`src/design/psm_pkg.sv`:
```
// Shared types, constants and the CORDIC angle table of the PSK symbol mapper.
// No dependencies; every module of the design imports this package.
package psm_pkg;

  localparam int SYMBOL_W     = 16;
  localparam int LEVELS_W     = 9;
  localparam int OVS_W        = 5;
  localparam int PHASE_W      = 32;
  localparam int CW           = 32;
  localparam int CORDIC_STEPS = 16;
  localparam int CFG_INDEX_W  = 1;
  localparam int CFG_DATA_W   = 9;

  localparam int DEF_MAX_OVERSAMPLE = 16;
  localparam int DEF_SAMPLE_BITS    = 16;
  localparam int DEF_MAX_LEVELS     = 256;

  localparam logic [LEVELS_W-1:0] LEVELS_RST = LEVELS_W'(4);
  localparam logic [OVS_W-1:0]    OVS_RST    = OVS_W'(1);

  // Gain-compensated 1.0 in Q1.30.
  localparam logic signed [CW-1:0] CORDIC_X0 = 32'sd652032874;

  typedef enum logic [CFG_INDEX_W-1:0] {
    CFG_LEVELS     = 1'b0,
    CFG_OVERSAMPLE = 1'b1
  } cfg_reg_t;

  // One step of the long division: remainder and the quotient bits so far.
  typedef struct packed {
    logic                valid;
    logic [LEVELS_W-1:0] rem;
    logic [PHASE_W-1:0]  quot;
  } div_stage_t;

  // One step of the rotation: vector, residual angle and quadrant info.
  typedef struct packed {
    logic                 valid;
    logic                 zero;
    logic [1:0]           quad;
    logic signed [CW-1:0] x;
    logic signed [CW-1:0] y;
    logic signed [CW-1:0] z;
  } rot_stage_t;

  // atan(2^-step) in units of 2^32 per turn.
  function automatic logic signed [CW-1:0] atan_turns(input int step);
    logic signed [CW-1:0] a;
    unique case (step)
      0:       a = 32'sd536870912;
      1:       a = 32'sd316933406;
      2:       a = 32'sd167458907;
      3:       a = 32'sd85004756;
      4:       a = 32'sd42667331;
      5:       a = 32'sd21354465;
      6:       a = 32'sd10680350;
      7:       a = 32'sd5340245;
      8:       a = 32'sd2670163;
      9:       a = 32'sd1335087;
      10:      a = 32'sd667544;
      11:      a = 32'sd333772;
      12:      a = 32'sd166886;
      13:      a = 32'sd83443;
      14:      a = 32'sd41722;
      15:      a = 32'sd20861;
      default: a = '0;
    endcase
    return a;
  endfunction

endpackage

```
`src/design/psm_div_cell.sv`:
```
// One restoring-division cell: shifts in one dividend bit, produces one quotient bit.
// Depends on psm_pkg for div_stage_t.
module psm_div_cell import psm_pkg::*; (
  input  logic                clk,
  input  logic                rst_n,
  input  logic                en,
  input  logic [LEVELS_W-1:0] divisor,
  input  logic                dividend_bit,
  input  div_stage_t          d_in,
  output div_stage_t          d_out
);

  logic [LEVELS_W:0]   trial;
  logic                fits;
  logic                valid_r;
  logic [LEVELS_W-1:0] rem_r, rem_nxt;
  logic [PHASE_W-1:0]  quot_r, quot_nxt;

  always_comb begin
    trial    = {d_in.rem, dividend_bit};
    fits     = trial >= {1'b0, divisor};
    rem_nxt  = fits ? LEVELS_W'(trial - {1'b0, divisor}) : trial[LEVELS_W-1:0];
    quot_nxt = {d_in.quot[PHASE_W-2:0], fits};
  end

  always_ff @(posedge clk) begin
    if (!rst_n) begin
      valid_r <= 1'b0;
    end else if (en) begin
      valid_r <= d_in.valid;
    end
  end

  always_ff @(posedge clk) begin
    if (en) begin
      rem_r  <= rem_nxt;
      quot_r <= quot_nxt;
    end
  end

  assign d_out = '{valid: valid_r, rem: rem_r, quot: quot_r};

endmodule

```
`config.mk`:
```
export PLATFORM = sky130hd
export DESIGN_NAME = psm_div_cell
export DESIGN_NICKNAME = d
export VERILOG_FILES = /design/src/design/psm_pkg.sv /design/src/design/psm_div_cell.sv
export SDC_FILE = /design/constraint.sdc
export NUM_CORES = 1
export LEC_CHECK = 0
export BUFFER_PORTS_ARGS = -buffer_cell sky130_fd_sc_hd__clkbuf_2
export CORE_ASPECT_RATIO = 0.75
export CORE_MARGIN = 4
export CORE_UTILIZATION = 41
export DETAILED_ROUTE_END_ITERATION = 10
export PLACE_DENSITY = 0.76
export SLEW_MARGIN = 20
export SYNTH_ARGS = -nofsm -noshare
export SYNTH_HDL_FRONTEND = slang
export SYNTH_SLANG_ARGS = --single-unit
```
`constraint.sdc`:
```
create_clock -name clk -period 2.6 [get_ports clk]
set_input_delay 0.65 -clock clk [delete_from_list [all_inputs] [get_ports clk]]
set_output_delay 0.65 -clock clk [all_outputs]
set_load 0.01 [all_outputs]
```
==> impl_metrics.yaml <==
placement:
  gp_congestion: 0.8819
  dpl_worst_slack_ns: -0.1809
  dp.cells: 295
  dpl.hpwl_um: 3552
  placed_area_sq_mm: 0.002594
  io_buffers: 95
logic_synthesis:
  syn_inst: 131
  synth_top_area_cell: "edfxtp_1"
  synthSimpleGateAreaFrac_pct: 5.331
  synthTopCellsByCount: "edfxtp_1 (41), inv_1 (12), ha_1 (9), a21oi_1 (6)"
  syn-num-nets: 196
  synth_most_common_cell: "edfxtp_1"
  synthArstFlopShare_pct: 0
  yosys.cell_types.count: 45
  synth_compound_area_share_pct: 13.62
  synthFlopType: "edfxtp_1"
  synth_top_cell_area_share_pct: 63.20
  yosys-top-cells-area: "edfxtp_1 (63%), ha_1 (5.8%), inv_1 (2.3%)"
  seq_area_frac_synth_pct: 64.23
  synth_top_family_by_area: "compound AO/OA/AOI/OAI gates"
  synth_edf_count: 41
  synth_xor_area_share_pct: 1.349
  synth_mux_area_share_pct: 4.432
  synth-warning-count: 0
  synth-seq-cells: 42
  synth_fa_ha_area_share_pct: 6.808
  syn-cell-area_sq_mm: 0.001948
  avgSynthCellArea_sq_um: 14.87
global_routing:
  grt_max_degree: 43
  antenna_found_initial: 0
  track_usage_pct: 14.10
  grt_first_pass_wirelength_um: 6348
  met2_usage_pct: 23.40
  overflow: 0
  top_usage_layer: "met2"
  grt_pass1_vias: 1375
  grt_use_met1_pct: 17.32
  met3_usage_pct: 4.024
critical_path:
  crit_required_ns: 2.64
  start_kind: "input port"
  ff2ff_path_depth: 2
  cp.arrival_ns: 2.48
  rr_startpoint: "valid_r"
  cp_max_fo: 6
  cp-startpoint: "dividend_bit"
  crit_end: "rem_r[2]"
  reg2reg_setup_slack_ns: 2.01
  path_class: "in2reg"
  crit-reg2reg-capture: "valid_r"
  crit_path_end_kind: "register"
power:
  ir_worst_vdd_mv: 0.3396
  p_leak_nw: 1.238
  p_per_area_mw_per_mm2: 589.0
  power_switching_uw: 403.6
  p_seq_share_pct: 52.8
  clock_power_share_pct: 25.2
  p_sw_share_pct: 25.55
  power_mw: 1.579
  p_int_mw: 1.176
  p_comb_share_pct: 22.0
die:
  dieArea_sq_mm: 0.005930
  rows: 21
  coreArea_sq_mm: 0.004519
  boundaryPins: 97
  start_util_pct: 43.11
  dieHeight_um: 67.70
  die_width_um: 87.60
route:
  routedWlPerCell_um: 14.30
  routed_wl_um: 4332
  ant_nets: 0
  via_per_inst: 4.861
  drt_iter0_markers: 45
  drt_pass1_iterations: 4
  vias: 1473
  drc: 0
sta:
  rsz0062_at_grt: "no"
  skew_ns: 0
  finalHoldViolations: 0
  slew_violations: 0
  setup_violations: 0
  fmax_mhz: 409.1
  whs_ns: 0.5268
  worstMarginPinSlew_ns: 0.5788
  setup_tns_ns: 0
  period_share_pct: 94.01
  fin_crit_ns: 2.444
  slew_headroom_pct: 60.42
  setup_ws_ns: 0.1558
clocking:
  clkTransAtPathRegs_ns: 0.07
  cts.sinks: 42
  cts_tree: "built"
  h-tree-depth: 2
  cts_root_buffer: "clkbuf_8"
  hold_buffers: 0
  worstSkewPairLatency_ns: 0.28
  cts_buffers: 5
  clock_path_buffers: 2
flow_run:
  max-cap-violations: 0
cells_and_area:
  num_antenna_cells: 0
  post-route-util_pct: 59.33
  final_cell_area_sq_mm: 0.002681
  drive_gt1_share_pct: 53.25
  area.growth.synth_to_final_pct: 37.64
  nets: 310
  final_cells: 303
min_path:
  worst_hold_path_type: "reg2reg"
  worstHoldStart: "valid_r"
run_status:
  outcome: "complete, no violations"
-- per-layer routing --
| metal | up-vias | wire length [um] |
|---|---|---|
| li1 | 731 | - |
| met1 | 673 | 1778 |
| met2 | 65 | 2100 |
| met3 | 4 | 407 |
| met4 | 0 | 46 |
| met5 | - | 0 |
-- final cells by class --
cell class	count	area [sq um]
multi-input cells	71	618.1
clock buffers	6	72.57
well taps	57	71.32
flip-flops and latches	42	1251
clock inverters	2	13.76
inverters	13	51.30
fillers	388	1838
repair buffers	112	603.1
-- kinds of logic after synthesis --
group | count (synthesis)
buf+inv | 18
xor+xnor | 3
simple gates | 18
fa+ha+maj | 10
mux | 7
flops | 42
compound gates | 33
-- registers in the layout, summed over array words and instances, names as in the netlist --
signal,cells
quot_r,32
rem_r,9
valid_r,1
-- what timing repair did --
item,in CTS,in global routing
buffers inserted,0,0
resized for setup,0,1
setup endpoints to repair,0,1
-- power groups by stage --
| stage | clock network, mW | registers [mW] | logic (mW) |
|---|---|---|---|
| after floorplan | 0 | 0.885 | 0.145 |
| after global placement | 0 | 0.848 | 0.341 |
| after detailed placement | 0 | 0.851 | 0.349 |
| after CTS | 0.420 | 0.835 | 0.350 |
| after global routing | 0.446 | 0.840 | 0.381 |
| final | 0.398 | 0.834 | 0.348 |
-- worst max-delay path: stages --
cell and delay, ns:
clkbuf_2 0.08, inv_1 0.06, ha_1 0.15, inv_1 0.05
fa_2 0.35, a211oi_2 0.25, o21ai_2 0.13, a211oi_4 0.35
inv_4 0.11, mux2_4 0.30
-- how the worst min path moves through the flow --
stage / slack, ns / cells past startpoint / to
6_report: 0.53 / 2 / valid_r
5_1_grt: 0.51 / 1 / quot_r[10]
4_1_cts: 0.52 / 1 / quot_r[7]
3_5_place_dp: 0.51 / 2 / valid_r
3_3_place_gp: 0.50 / 2 / valid_r
2_1_floorplan: 0.48 / 2 / valid_r
-- placed cells by master, fill, tap and decap left out, drive strengths merged, types with 2 or more instances in the layout --
master,count
nor2,2
nand2,4
a211o,2
inv,13
xnor2,2
clkbuf,101
buf,17
ha,9
clkinv,2
a21oi,6
mux2,4
a2111oi,2
o31ai,2
mux2i,3
a211oi,4
nand2b,3
edfxtp,41
o211ai,4
a21o,3
o21ai,2
nand3,2
Power figures use the tool's default switching activity.
